[src/rtl/core/ucv_pkg.sv]
// Package for the UDP checksum verifier: payload structs, status codes,
// queue entry type and one's complement helpers. No dependencies.
package ucv_pkg;

  localparam int unsigned QueueDepth = 2;
  localparam logic [15:0] ProtoUdp   = 16'h0011;

  typedef enum logic [1:0] {
    ST_UNVERIFIED = 2'd0,
    ST_GOOD       = 2'd1,
    ST_BAD        = 2'd2,
    ST_TRUNCATED  = 2'd3
  } status_t;

  typedef struct packed {
    logic [15:0] word;
    logic        first;
    logic        last;
    logic [31:0] src_addr;
    logic [31:0] dst_addr;
  } item_t;

  typedef struct packed {
    status_t     status;
    logic [15:0] computed_sum;
    logic [15:0] received_sum;
    logic [15:0] datagram_length;
  } result_t;

  // One classified word handed from front to back
  typedef struct packed {
    logic [15:0] addend;
    logic        first;
    logic        last;
    logic        truncated;
    logic [15:0] received_sum;
    logic [15:0] datagram_length;
  } entry_t;

  // Fold a plain sum of a few 16-bit terms into an end-around-carry sum
  function automatic logic [15:0] oc_fold(input logic [19:0] s);
    logic [16:0] t;
    logic [16:0] u;
    t = {1'b0, s[15:0]} + {13'd0, s[19:16]};
    u = {1'b0, t[15:0]} + {16'd0, t[16]};
    return u[15:0];
  endfunction

  // Contribution of datagram word idx for datagram length len
  function automatic logic [15:0] word_part(input logic [15:0] idx,
                                            input logic [15:0] w,
                                            input logic [15:0] len);
    logic [15:0] half;
    half = {1'b0, len[15:1]};
    if (idx < half) begin
      return (idx == 16'd3) ? 16'd0 : w;
    end else if (len[0] && idx == half) begin
      return {w[15:8], 8'h00};
    end
    return 16'd0;
  endfunction

endpackage

[src/rtl/core/ucv_front.sv]
// Front end: tracks header position, length and checksum of the current
// datagram and reduces each word to one addend. Uses ucv_pkg.
module ucv_front
  import ucv_pkg::*;
(
  input  logic   clk,
  input  logic   rst,
  input  item_t  item,
  input  logic   push,
  output entry_t entry
);

  logic [15:0] word_index;
  logic [15:0] length_seen;
  logic [15:0] checksum_seen;
  logic [15:0] head0;
  logic [15:0] head1;

  logic [15:0] idx_eff, len_eff, chk_eff, h0_eff, h1_eff;
  logic [15:0] len_new, chk_new, count;
  logic [16:0] need;
  logic [19:0] acc;

  // A first mark starts from a clean frame state
  always_comb begin
    idx_eff = item.first ? 16'd0 : word_index;
    len_eff = item.first ? 16'd0 : length_seen;
    chk_eff = item.first ? 16'd0 : checksum_seen;
    h0_eff  = item.first ? 16'd0 : head0;
    h1_eff  = item.first ? 16'd0 : head1;
  end

  // Addend of this word: addresses, pseudo-header and held words
  always_comb begin
    acc = 20'd0;
    if (item.first) begin
      acc = {4'd0, item.src_addr[31:16]} + {4'd0, item.src_addr[15:0]}
          + {4'd0, item.dst_addr[31:16]} + {4'd0, item.dst_addr[15:0]};
    end
    case (idx_eff)
      16'd0, 16'd1: begin
      end
      16'd2: begin
        acc = acc + {4'd0, ProtoUdp} + {4'd0, item.word}
            + {4'd0, word_part(16'd0, h0_eff, item.word)}
            + {4'd0, word_part(16'd1, h1_eff, item.word)}
            + {4'd0, word_part(16'd2, item.word, item.word)};
      end
      default: begin
        acc = acc + {4'd0, word_part(idx_eff, item.word, len_eff)};
      end
    endcase
  end

  // Header latches, saturating count and truncation check
  always_comb begin
    len_new = (idx_eff == 16'd2) ? item.word : len_eff;
    chk_new = (idx_eff == 16'd3) ? item.word : chk_eff;
    count   = (idx_eff != 16'hffff) ? idx_eff + 16'd1 : idx_eff;
    need    = ({1'b0, len_new} + 17'd1) >> 1;

    entry.addend          = oc_fold(acc);
    entry.first           = item.first;
    entry.last            = item.last;
    entry.truncated       = (count < 16'd4) || ({1'b0, count} < need);
    entry.received_sum    = chk_new;
    entry.datagram_length = len_new;
  end

  // Frame state, cleared after the last word
  always_ff @(posedge clk) begin
    if (rst) begin
      word_index    <= '0;
      length_seen   <= '0;
      checksum_seen <= '0;
      head0         <= '0;
      head1         <= '0;
    end else if (push) begin
      if (item.last) begin
        word_index    <= '0;
        length_seen   <= '0;
        checksum_seen <= '0;
        head0         <= '0;
        head1         <= '0;
      end else begin
        word_index    <= count;
        length_seen   <= len_new;
        checksum_seen <= chk_new;
        head0         <= (idx_eff == 16'd0) ? item.word : h0_eff;
        head1         <= (idx_eff == 16'd1) ? item.word : h1_eff;
      end
    end
  end

endmodule

[src/rtl/core/ucv_queue.sv]
// Short FIFO of classified words between front and back.
// Uses ucv_pkg for the entry type.
module ucv_queue
  import ucv_pkg::*;
#(
  parameter int unsigned Depth = QueueDepth
) (
  input  logic   clk,
  input  logic   rst,
  input  logic   push,
  input  entry_t push_data,
  output logic   full,
  input  logic   pop,
  output logic   valid,
  output entry_t head
);

  localparam int unsigned PtrW = (Depth > 1) ? $clog2(Depth) : 1;
  localparam int unsigned CntW = $clog2(Depth + 1);
  localparam logic [PtrW-1:0] LastPtr = PtrW'(Depth - 1);
  localparam logic [CntW-1:0] Full    = CntW'(Depth);

  entry_t          mem [Depth];
  logic [PtrW-1:0] wr_ptr, rd_ptr;
  logic [CntW-1:0] count;

  assign full  = (count == Full);
  assign valid = (count != '0);
  assign head  = mem[rd_ptr];

  // Storage write
  always_ff @(posedge clk) begin
    if (push) begin
      mem[wr_ptr] <= push_data;
    end
  end

  // Pointers and fill count
  always_ff @(posedge clk) begin
    if (rst) begin
      wr_ptr <= '0;
      rd_ptr <= '0;
      count  <= '0;
    end else begin
      if (push) begin
        wr_ptr <= (wr_ptr == LastPtr) ? '0 : wr_ptr + 1'b1;
      end
      if (pop) begin
        rd_ptr <= (rd_ptr == LastPtr) ? '0 : rd_ptr + 1'b1;
      end
      if (push && !pop) begin
        count <= count + 1'b1;
      end else if (pop && !push) begin
        count <= count - 1'b1;
      end
    end
  end

endmodule

[src/rtl/core/ucv_back.sv]
// Back end: accumulates addends into the running sum and registers the
// result on the last word of a datagram. Uses ucv_pkg.
module ucv_back
  import ucv_pkg::*;
(
  input  logic    clk,
  input  logic    rst,
  input  logic    validate_enable,
  input  logic    q_valid,
  input  entry_t  q_head,
  output logic    pop,
  output logic    result_valid,
  input  logic    result_ready,
  output result_t result
);

  logic [15:0] running_sum;
  logic [15:0] sum_next;
  logic [15:0] computed;
  status_t     status_next;

  // Last words wait for a free output register
  assign pop = q_valid && (!q_head.last || !result_valid || result_ready);

  always_comb begin
    sum_next = oc_fold({4'd0, q_head.first ? 16'd0 : running_sum}
                       + {4'd0, q_head.addend});
    computed = ~sum_next;
    if (!validate_enable) begin
      status_next = ST_UNVERIFIED;
    end else if (q_head.truncated) begin
      status_next = ST_TRUNCATED;
    end else if (computed == q_head.received_sum) begin
      status_next = ST_GOOD;
    end else begin
      status_next = ST_BAD;
    end
  end

  // Running sum
  always_ff @(posedge clk) begin
    if (rst) begin
      running_sum <= '0;
    end else if (pop) begin
      running_sum <= q_head.last ? 16'd0 : sum_next;
    end
  end

  // Output register
  always_ff @(posedge clk) begin
    if (rst) begin
      result_valid <= 1'b0;
    end else if (pop && q_head.last) begin
      result_valid <= 1'b1;
    end else if (result_ready) begin
      result_valid <= 1'b0;
    end
  end

  always_ff @(posedge clk) begin
    if (pop && q_head.last) begin
      result.status          <= status_next;
      result.computed_sum    <= computed;
      result.received_sum    <= q_head.received_sum;
      result.datagram_length <= q_head.datagram_length;
    end
  end

endmodule

[src/rtl/core/udp_checksum_verifier.sv]
// UDP checksum verifier for a stream of 16-bit datagram words.
// With the queue empty and the output free, a last word enters the queue at its
// transfer edge and its result is registered in the output register on the next
// edge. Throughput: one word per cycle while item_ready is high, as the back
// end accumulates one addend per popped word; a stalled result lets the queue
// fill with Depth words (two by default) before item_ready drops.
// Reset (rst, synchronous): clears frame state, queue and output valid;
// validate_enable returns to 1.
module udp_checksum_verifier
  import ucv_pkg::*;
#(
  parameter int unsigned Depth = QueueDepth
) (
  input  logic    clk,
  input  logic    rst,
  input  logic    cfg_write,
  input  logic    cfg_data,
  input  logic    item_valid,
  output logic    item_ready,
  input  item_t   item,
  output logic    result_valid,
  input  logic    result_ready,
  output result_t result
);

  logic   validate_enable;
  logic   push, full, pop, q_valid;
  entry_t entry, q_head;

  // Configuration register
  always_ff @(posedge clk) begin
    if (rst) begin
      validate_enable <= 1'b1;
    end else if (cfg_write) begin
      validate_enable <= cfg_data;
    end
  end

  assign item_ready = !full;
  assign push       = item_valid && item_ready;

  ucv_front u_front (
    .clk   (clk),
    .rst   (rst),
    .item  (item),
    .push  (push),
    .entry (entry)
  );

  ucv_queue #(.Depth(Depth)) u_queue (
    .clk       (clk),
    .rst       (rst),
    .push      (push),
    .push_data (entry),
    .full      (full),
    .pop       (pop),
    .valid     (q_valid),
    .head      (q_head)
  );

  ucv_back u_back (
    .clk             (clk),
    .rst             (rst),
    .validate_enable (validate_enable),
    .q_valid         (q_valid),
    .q_head          (q_head),
    .pop             (pop),
    .result_valid    (result_valid),
    .result_ready    (result_ready),
    .result          (result)
  );

endmodule

[config.mk]
export PLATFORM = sky130hd
export DESIGN_NAME = udp_checksum_verifier
export DESIGN_NICKNAME = d
export VERILOG_FILES = /design/src/rtl/core/ucv_pkg.sv /design/src/rtl/core/ucv_front.sv /design/src/rtl/core/ucv_queue.sv /design/src/rtl/core/ucv_back.sv /design/src/rtl/core/udp_checksum_verifier.sv
export SDC_FILE = /design/constraint.sdc
export NUM_CORES = 1
export LEC_CHECK = 0
export CAP_MARGIN = 20
export CORE_MARGIN = 10
export CORE_UTILIZATION = 30
export CTS_BUF_LIST = sky130_fd_sc_hd__clkbuf_2
export DETAILED_ROUTE_END_ITERATION = 10
export DONT_BUFFER_PORTS = 1
export PLACE_DENSITY_LB_ADDON = 0.1
export SLEW_MARGIN = 20
export SYNTH_ARGS = -nofsm -noshare
export SYNTH_HDL_FRONTEND = slang
export SYNTH_HIERARCHICAL = 1
export SYNTH_SLANG_ARGS = --single-unit
[constraint.sdc]
create_clock -name clk -period 21.7 [get_ports clk]
set_input_delay 2.17 -clock clk [delete_from_list [all_inputs] [get_ports clk]]
set_output_delay 2.17 -clock clk [all_outputs]
set_load 0.05 [all_outputs]
==> impl_metrics.ini, run 1 <==
[power_and_ir_drop]
powerDensity_nw_per_um2 = 116
power.share.switching_pct = 47.2
seq_power_share_pct = 32.7
clkPwrFrac_pct = 15.5
leakagePower_nw = 8.54
vdd_drop_max_v = 0.0000544
share_comb_of_total_power_pct = 51.8
p_int_mw = 1.27
p_sw_mw = 1.13

[global_route]
grtUsageMet1_pct = 19.7
grt_util_all_layers_pct = 15.4
grt_max_degree = 105
grtUsageMet2_pct = 25.3
grt_pass1_vias = 15100
grt_pass1_wl_mm = 88.8
busiest_layer = met2
antenna_found_initial = 3
use_met3_pct = 3.92
grt_overflow = 0

[critical_path]
cpLargestDelayFamily = adder cells
critPathRequiredTime_ns = 22.44
crit_fanout = 5
cp-start-kind = input port
cpPeakStageDelay_ns = 0.55
worstSetupPathType = in -> reg
crit_path_end_kind = register
cp.arrival_ns = 12.25
cp_slowest_cell = fa_1
path_buf_inv = 6

[timing]
finClkSkew_ns = 0.104
layout_setup_ws_ns = 10.18
rsz0062_at_grt = false
period_needed_ns = 11.52
setup_viol = 0
fin_crit_sh_pct = 53.1
slew_violations = 0
fmax_mhz = 86.8
max_slew.worst_pin.slew_ns = 1.09
final_hold_viol_count = 0
relSlewSlack_pct = 26.5
tns_ns = 0

[routing]
viasPerCell = 5.02
drt-wirelength-per-cell_um = 19.8
drcViolationCount = 0
initialDrtViolationCount = 868
drt_wl_total_mm = 58.0
dr_total_vias = 14700
drtPass1Iterations = 5
postRouteAntennaNets = 0

[place]
pre_cts_slack_ns = 9.19
post-dp-hpwl_mm = 44.4
gp_congestion = 0.849
dp.cells = 2798
numPortBuffers = 0

[yosys]
synth_seq_area_share_pct = 34.5
yosys_most_used_dff = edfxtp_1
synthArstFlopShare_pct = 0
ys_ff_latch = 255
yosysUniqueCellTypes = 98
synth_top_area_share_pct = 23.7
synth_edf_count = 152
avgSynthCellArea_um2 = 9.49
synth_area_leaders = edfxtp_1 24%, dfxtp_1 11%, fa_1 8.6%
synth.most_common_cell = inv_1
synth_top_area_cell = edfxtp_1
synth_warnings = 6
synth_nets = 2327
ys_top_cells_by_count = 203 x inv_1, 174 x nor2_1, 152 x edfxtp_1
synth_area_um2 = 19200
synthCells = 2026

[clock_network]
ctsHoldBuffers = 0
cts_buffers = 73
clk_latency_ns = 1.04
cts_resized = 0
htreeDepth = 3
cts_setup_buffers = 0
clkTransAtPathRegs_ns = 0.11
cts_tree = done
cts_root_buffer = clkbuf_2
clkSinkCount = 255
clockBufferDepth = 3

[floorplan]
pin_count = 140
initial_core_util_pct = 30.4
die_area_um2 = 74600
core_um2 = 63300
die_w_um = 273
rows = 92
fp.dieH_um = 273

[layout]
nNetsFinal = 2329
layoutNonFillerInstCount = 2933
layout-drive-gt1-share_pct = 11.1
area_delta_synth_final_pct = 7.93

[run]
maxCapViolCount = 0

[worst_hold_path]
min_path_type = reg -> reg

[status]
status = finished, final reports clean
## area by class of cell
| cell class | instances | area (um^2) |
|---|---|---|
| Clock inverter | 23 | 148 |
| Tap cell | 846 | 1060 |
| Clock buffer | 107 | 536 |
| Timing Repair Buffer | 17 | 128 |
| Multi-Input combinational cell | 1478 | 11500 |
| Antenna cell | 4 | 10.0 |
| Sequential cell | 255 | 6630 |
| Inverter | 203 | 762 |
| Fill cell | 6626 | 42600 |
## metal layers
| metal | share of wire (%) | vias to the layer above | wire length [um] |
|---|---|---|---|
| met1 | 45 | 7204 | 26300 |
| met5 | 0 | - | 0 |
| met4 | 1.9 | 0 | 1100 |
| met2 | 47 | 328 | 27400 |
| li1 | - | 7110 | - |
| met3 | 5.6 | 72 | 3250 |
## placed cells by master, fill, tap and decap left out, types with 48 or more instances in the layout
cell      Yosys  final
xor2_1       48     48
fa_1         83     83
edfxtp_1    152    152
inv_1       203    203
nor2_1      174    173
mux2_2       53     53
dfxtp_1     103    102
nand2_1     124    124
o21ai_0      61     61
nor2b_1      98     95
and2_1       52     51
ha_1        130    130
xnor2_1      84     84
a21oi_1     113    113
clkbuf_2      0    107
nand3_1      52     52
## per-stage QoR
stage	hold WS, ns	utilization (%)	instance area, um^2	power [mW]
2_1_floorplan	0.427	-	19200	1.74
3_3_place_gp	0.446	31.7	20100	2.05
3_5_place_dp	0.452	31.7	20100	2.05
4_1_cts	0.475	32.7	20700	2.45
5_1_grt	0.502	32.8	20700	2.62
6_report	0.478	32.8	20800	2.40
## logic make-up (layout without fill, tap and decap cells)
kind of cell	after synthesis	in the layout	synth area share (%)
mux	63	63	3.62
simple gates	656	656	17.9
xor+xnor	136	136	6.44
other cells	0	4	0
compound gates	410	410	14.5
flops	255	255	34.5
buf+inv	293	350	5.97
fa+ha+maj	213	213	17.1
## worst min-delay path: cells and delay by family (launching register included)
family             cells  cell delay [ns]
and+or+nand+nor        1             0.05
AOI/OAI and AO/OA      1             0.05
DFF                    1             0.33
## worst paths after layout
path / start / cells past startpoint / slack [ns] / endpoint
setup / recovery: item[1] / 43 / 10.18 / u_queue/mem[0][49]
hold / removal: u_back/running_sum[1] / 2 / 0.48 / u_back/running_sum[1]
setup reg to reg: u_front/word_index[2] / 38 / 12.02 / u_queue/mem[0][49]
hold reg to reg: u_back/running_sum[1] / 2 / 0.48 / u_back/running_sum[1]
## power groups by stage
stage	clock network, mW	logic, mW	registers, mW
after floorplan	0	0.949	0.787
after global placement	0	1.25	0.798
after detailed placement	0	1.25	0.800
after CTS	0.395	1.26	0.789
after global routing	0.419	1.41	0.795
final	0.372	1.25	0.785
## state kept, by name, summed over array words and instances (netlist names), named ones only
| name | flops |
|---|---|
| u_queue/mem | 102 |
| u_front/head0 | 16 |
| u_back/result_valid | 1 |
| validate_enable | 1 |
| u_queue/count | 2 |
| u_front/length_seen | 16 |
| u_queue/rd_ptr | 1 |
| u_front/head1 | 16 |
| u_front/word_index | 16 |
| u_front/checksum_seen | 16 |
| u_queue/wr_ptr | 1 |
| u_back/result | 50 |
| u_back/running_sum | 16 |
Note: power is estimated with default switching activity, not from simulation.
==> run 2, diff against run 1 <==
==> constraint.sdc (replaced) <==
create_clock -name clk -period 10.4 [get_ports clk]
set_input_delay 1.04 -clock clk [delete_from_list [all_inputs] [get_ports clk]]
set_output_delay 1.04 -clock clk [all_outputs]
set_load 0.05 [all_outputs]
==> impl_metrics.ini, run 2 (same netlist as run 1, synthesis figures left out) <==
[floorplan]
rows = 92
fp.dieH_um = 273
die_area_um2 = 74600
core_um2 = 63300
initial_core_util_pct = 30.4
pin_count = 140
die_w_um = 273

[critical_path]
worstSetupPathType = in -> reg
crit_path_end_kind = register
path_buf_inv = 6
crit_fanout = 4
cpLargestDelayFamily = adder cells
cp.arrival_ns = 10.31
reg2reg_slack_ns = 1.64
critPathRequiredTime_ns = 11.13
cpPeakStageDelay_ns = 0.55
cp_slowest_cell = fa_1
cp-start-kind = input port
crit_top_cell = fa_1

[clock_network]
ctsHoldBuffers = 6
cts_root_buffer = clkbuf_2
cts_resized = 0
cts_setup_buffers = 0
clkTransAtPathRegs_ns = 0.09
clockBufferDepth = 3
clkSinkCount = 255
cts_tree = done
clk_latency_ns = 1.08
htreeDepth = 3
cts_buffers = 74

[routing]
postRouteAntennaNets = 0
drt-wirelength-per-cell_um = 19.8
initialDrtViolationCount = 781
dr_total_vias = 15000
viasPerCell = 5.00
drt_wl_total_mm = 59.4
drtPass1Iterations = 5
drcViolationCount = 0

[power_and_ir_drop]
powerDensity_nw_per_um2 = 247
p_total_mw = 5.26
leakagePower_nw = 8.90
vdd_drop_max_v = 0.000145

[timing]
relSlewSlack_pct = 30.2
final_hold_viol_count = 0
slew_violations = 0
fin_crit_sh_pct = 92.2
finClkSkew_ns = 0.146
tns_ns = 0
fmax_mhz = 104
max_slew.worst_pin.slew_ns = 1.04
period_needed_ns = 9.58
rsz0062_at_grt = false
setup_viol = 0
hold-worst-slack_ns = 0.191

[layout]
nNetsFinal = 2399
layout-drive-gt1-share_pct = 14.1
layout_common_cells = 203 x inv_1, 173 x nor2_1, 152 x edfxtp_1
regMostFlops = u_queue/mem
fin_util_pct = 33.7
largestRegisters = u_queue/mem x102, u_back/result x50
nFillCells = 6612
layout_commonest_cell = inv_1
largest_register_ff_count = 102
area_delta_synth_final_pct = 10.8

[global_route]
antenna_found_initial = 4
grt_overflow = 0
grt_util_all_layers_pct = 15.8
grt_max_degree = 61
grt_pass1_vias = 15500
grt_pass1_wl_mm = 92.0

[place]
numPortBuffers = 0
post-dp-hpwl_mm = 45.1
gp_congestion = 0.848

[run]
maxCapViolCount = 0

[status]
status = finished, final reports clean

[worst_hold_path]
min_path_type = in -> reg
run 2: changes by cell type in the layout (fill, tap and decap cells not counted), sizes merged:
cell and delta:
dlygate4sd3 +5, clkbuf +3, buf +65, diode -1, inv -1, clkinv -2
run 2: per-stage QoR:
step	setup WS, ns	instances	cell area [um^2]
final	0.816	3002	21300
after global routing	0.114	3001	21300
after CTS	0.910	2999	21300
after detailed placement	-0.237	2862	20500
after global placement	-0.0571	2862	20500
after floorplan	0.0572	2026	19200
run 2: routing by layer:
layer	up-vias	routed length, um	track usage [%]	part of all wire, %
met5	-	13	0	0.022
met4	2	886	3.71	1.5
met3	71	3190	3.64	5.4
met2	312	28000	26.1	47
met1	7354	27300	20.7	46
li1	7269	-	-	-
run 2: final timing paths:
check,start,end,cells after the start
setup / recovery,item[1],u_queue/mem[1][49],43
hold / removal,item[65],u_queue/mem[0][34],0
setup reg to reg,u_front/word_index[2],u_queue/mem[1][49],38
hold reg to reg,u_back/running_sum[1],u_back/running_sum[1],2
run 2: power breakdown:
part           internal [mW]  switching [mW]
Clock                  0.315           0.472
Combinational           1.18            1.65
Sequential              1.33           0.312
run 2: layout make-up:
cell class                 instances  area [um^2]  area share [%]
antenna                            3         7.51          0.0352
clock buffer                     111          556            2.61
clock inverter                    20          131           0.617
inverter                         203          762            3.58
multi-input combinational       1478        11500            53.9
sequential                       255         6630            31.1
tap                              846         1060            4.97
timing repair buffer              86          678            3.18
==> run 3, diff against run 2 <==
--- a/config.mk
+++ b/config.mk
@@ -15,5 +15,4 @@
 export SLEW_MARGIN = 20
 export SYNTH_ARGS = -nofsm -noshare
 export SYNTH_HDL_FRONTEND = slang
-export SYNTH_HIERARCHICAL = 1
 export SYNTH_SLANG_ARGS = --single-unit
==> impl_metrics.ini, run 3 <==
[power_and_ir_drop]
p_int_mw = 2.96
powerDensity_nw_per_um2 = 248
seq_power_share_pct = 29.3
p_sw_mw = 2.46
leakagePower_nw = 9.25
share_comb_of_total_power_pct = 57.1
power.share.switching_pct = 45.4
vdd_drop_max_v = 0.000106
clkPwrFrac_pct = 13.7

[critical_path]
crit_top_cell = a21oi_2
cp.arrival_ns = 10.59
cp-start-kind = input port
path_buf_inv = 4
cpPeakStageDelay_ns = 0.51
worstSetupPathType = in -> reg
crit_path_end_kind = register
cpLargestDelayFamily = compound AO/OA/AOI/OAI gates
critPathRequiredTime_ns = 11.09
cp_slowest_cell = fa_1
crit_fanout = 3

[place]
post-dp-hpwl_mm = 43.9
gp_congestion = 0.876
place_area_um2 = 21000
numPortBuffers = 0
pre_cts_slack_ns = -0.731

[global_route]
grt_util_all_layers_pct = 15.7
grt_pass1_vias = 15300
grt_pass1_wl_mm = 90.4
antenna_found_initial = 2
grt_max_degree = 76
grt_overflow = 0

[floorplan]
fp.dieH_um = 271
initial_core_util_pct = 30.2
pin_count = 140
rows = 92
die_w_um = 271
core_um2 = 62900
die_area_um2 = 73700

[yosys]
avgSynthCellArea_um2 = 9.50
synth_warnings = 0
synth_top_area_cell = edfxtp_1
synth-simple-area-share_pct = 17.4
synth_top_area_share_pct = 24.1
synth_top_family_by_area = simple AND/OR/NAND/NOR gates
synth_area_leaders = edfxtp_1 24%, dfxtp_1 11%, ha_1 10%
synth_edf_count = 152
synth_compound_area_share_pct = 16.0
synthAdderAreaFrac_pct = 16.2
yosysUniqueCellTypes = 103
ys_ff_latch = 255
synth_area_um2 = 19000
synthArstFlopShare_pct = 0
synth_seq_area_share_pct = 34.9
synth-xor-area-share_pct = 7.00
synth.most_common_cell = nor2_1
yosys_most_used_dff = edfxtp_1
synthMuxAreaShare_pct = 3.43
ys_top_cells_by_count = 205 x nor2_1, 172 x inv_1, 157 x ha_1
synthCells = 1998

[routing]
dr_total_vias = 15100
drt-wirelength-per-cell_um = 19.1
drtPass1Iterations = 8
initialDrtViolationCount = 922
viasPerCell = 4.92
drcViolationCount = 0
drt_wl_total_mm = 58.6
postRouteAntennaNets = 0

[timing]
relSlewSlack_pct = 26.1
hold-worst-slack_ns = 0.164
rsz0062_at_grt = true
fmax_mhz = 101
slew_violations = 0
finClkSkew_ns = 0.114
setup_viol = 0
period_needed_ns = 9.90
max_slew.worst_pin.slew_ns = 1.11
fin_crit_sh_pct = 95.2
final_hold_viol_count = 0
layout_setup_ws_ns = 0.497
tns_ns = 0

[layout]
largestRegisters = u_queue.mem x102, u_back.result x50
largest_register_ff_count = 102
nNetsFinal = 2466
nFillCells = 6569
fin_area_um2 = 21900
layout_commonest_cell = nor2_1
layout-drive-gt1-share_pct = 18.5
layout_common_cells = 196 x nor2_1, 170 x inv_1, 152 x edfxtp_1
regMostFlops = u_queue.mem
area_delta_synth_final_pct = 15.4

[clock_network]
clkTransAtPathRegs_ns = 0.10
clockBufferDepth = 3
cts_root_buffer = clkbuf_2
htreeDepth = 3
clkSinkCount = 255
cts_tree = done
cts_buffers = 72
clk_latency_ns = 0.98

[worst_hold_path]
min_path_type = in -> reg

[run]
maxCapViolCount = 0

[status]
status = finished, final reports clean
==> run 3: cell count changes in the layout (fill, tap and decap cells not counted), moves of 21 or more <==
cell	before	now
nor2b_1	95	39
fa_1	83	54
a22oi_1	44	102
and2_1	51	74
inv_1	203	170
nor2_1	173	196
buf_4	80	149
a21oi_1	113	72
ha_1	130	151
==> run 3: final timing paths <==
| kind | end | start | slack [ns] | cells past startpoint |
|---|---|---|---|---|
| max reg2reg | u_queue.mem[0][50] | u_front.word_index[2] | 1.92 | 42 |
| min | u_queue.mem[0][33] | item[64] | 0.16 | 0 |
| max | u_queue.mem[0][50] | item[32] | 0.50 | 52 |
| min reg2reg | u_back.running_sum[8] | u_back.running_sum[8] | 0.46 | 2 |
==> run 3: layer usage <==
layer,track usage [%],wire length [um],vias to the layer above,share of wire (%)
li1,-,-,7459,-
met1,21.0,27800,7226,47
met2,25.2,26900,333,46
met3,3.41,2920,76,5.0
met4,3.95,992,0,1.7
met5,0,0,-,0
==> run 3: power by group through the flow <==
stage	logic (mW)	clock network [mW]	registers, mW
finish	3.10	0.741	1.59
global route	3.45	0.833	1.61
global placement	3.03	0	1.62
floorplan	2.02	0	1.58
detailed placement	3.03	0	1.62
CTS	3.06	0.784	1.60
==> run 3: what timing repair did <==
action	CTS	global route
setup buffers	0	12
hold buffers	6	0
hold endpoints to repair	21	0
setup endpoints to repair	0	20
resized for setup	0	23
==> run 3: layout make-up <==
class                   instances  area (um^2)  area share (%)
diodes                          1         2.50          0.0114
clock buffers                 105          526            2.40
clock inverters                24          130           0.594
inverters                     174          653            2.98
multi-input cells            1507        11700            53.5
flip-flops and latches        255         6630            30.3
well taps                     846         1060            4.84
repair buffers                156         1180            5.41
==> run 3: cells by family after synthesis <==
group | count (synthesis)
mux | 59
buf+inv | 247
xor+xnor | 142
compound gates | 425
fa+ha+maj | 212
flops | 255
other cells | 2
simple gates | 656
==> run 3: metrics by stage <==
step	utilization [%]	power, mW	cells
after detailed placement	33.3	4.65	2920
after CTS	34.5	5.44	3055
after global routing	34.8	5.89	3068
final	34.8	5.43	3068
after global placement	33.3	4.64	2919
after floorplan	-	3.61	2009
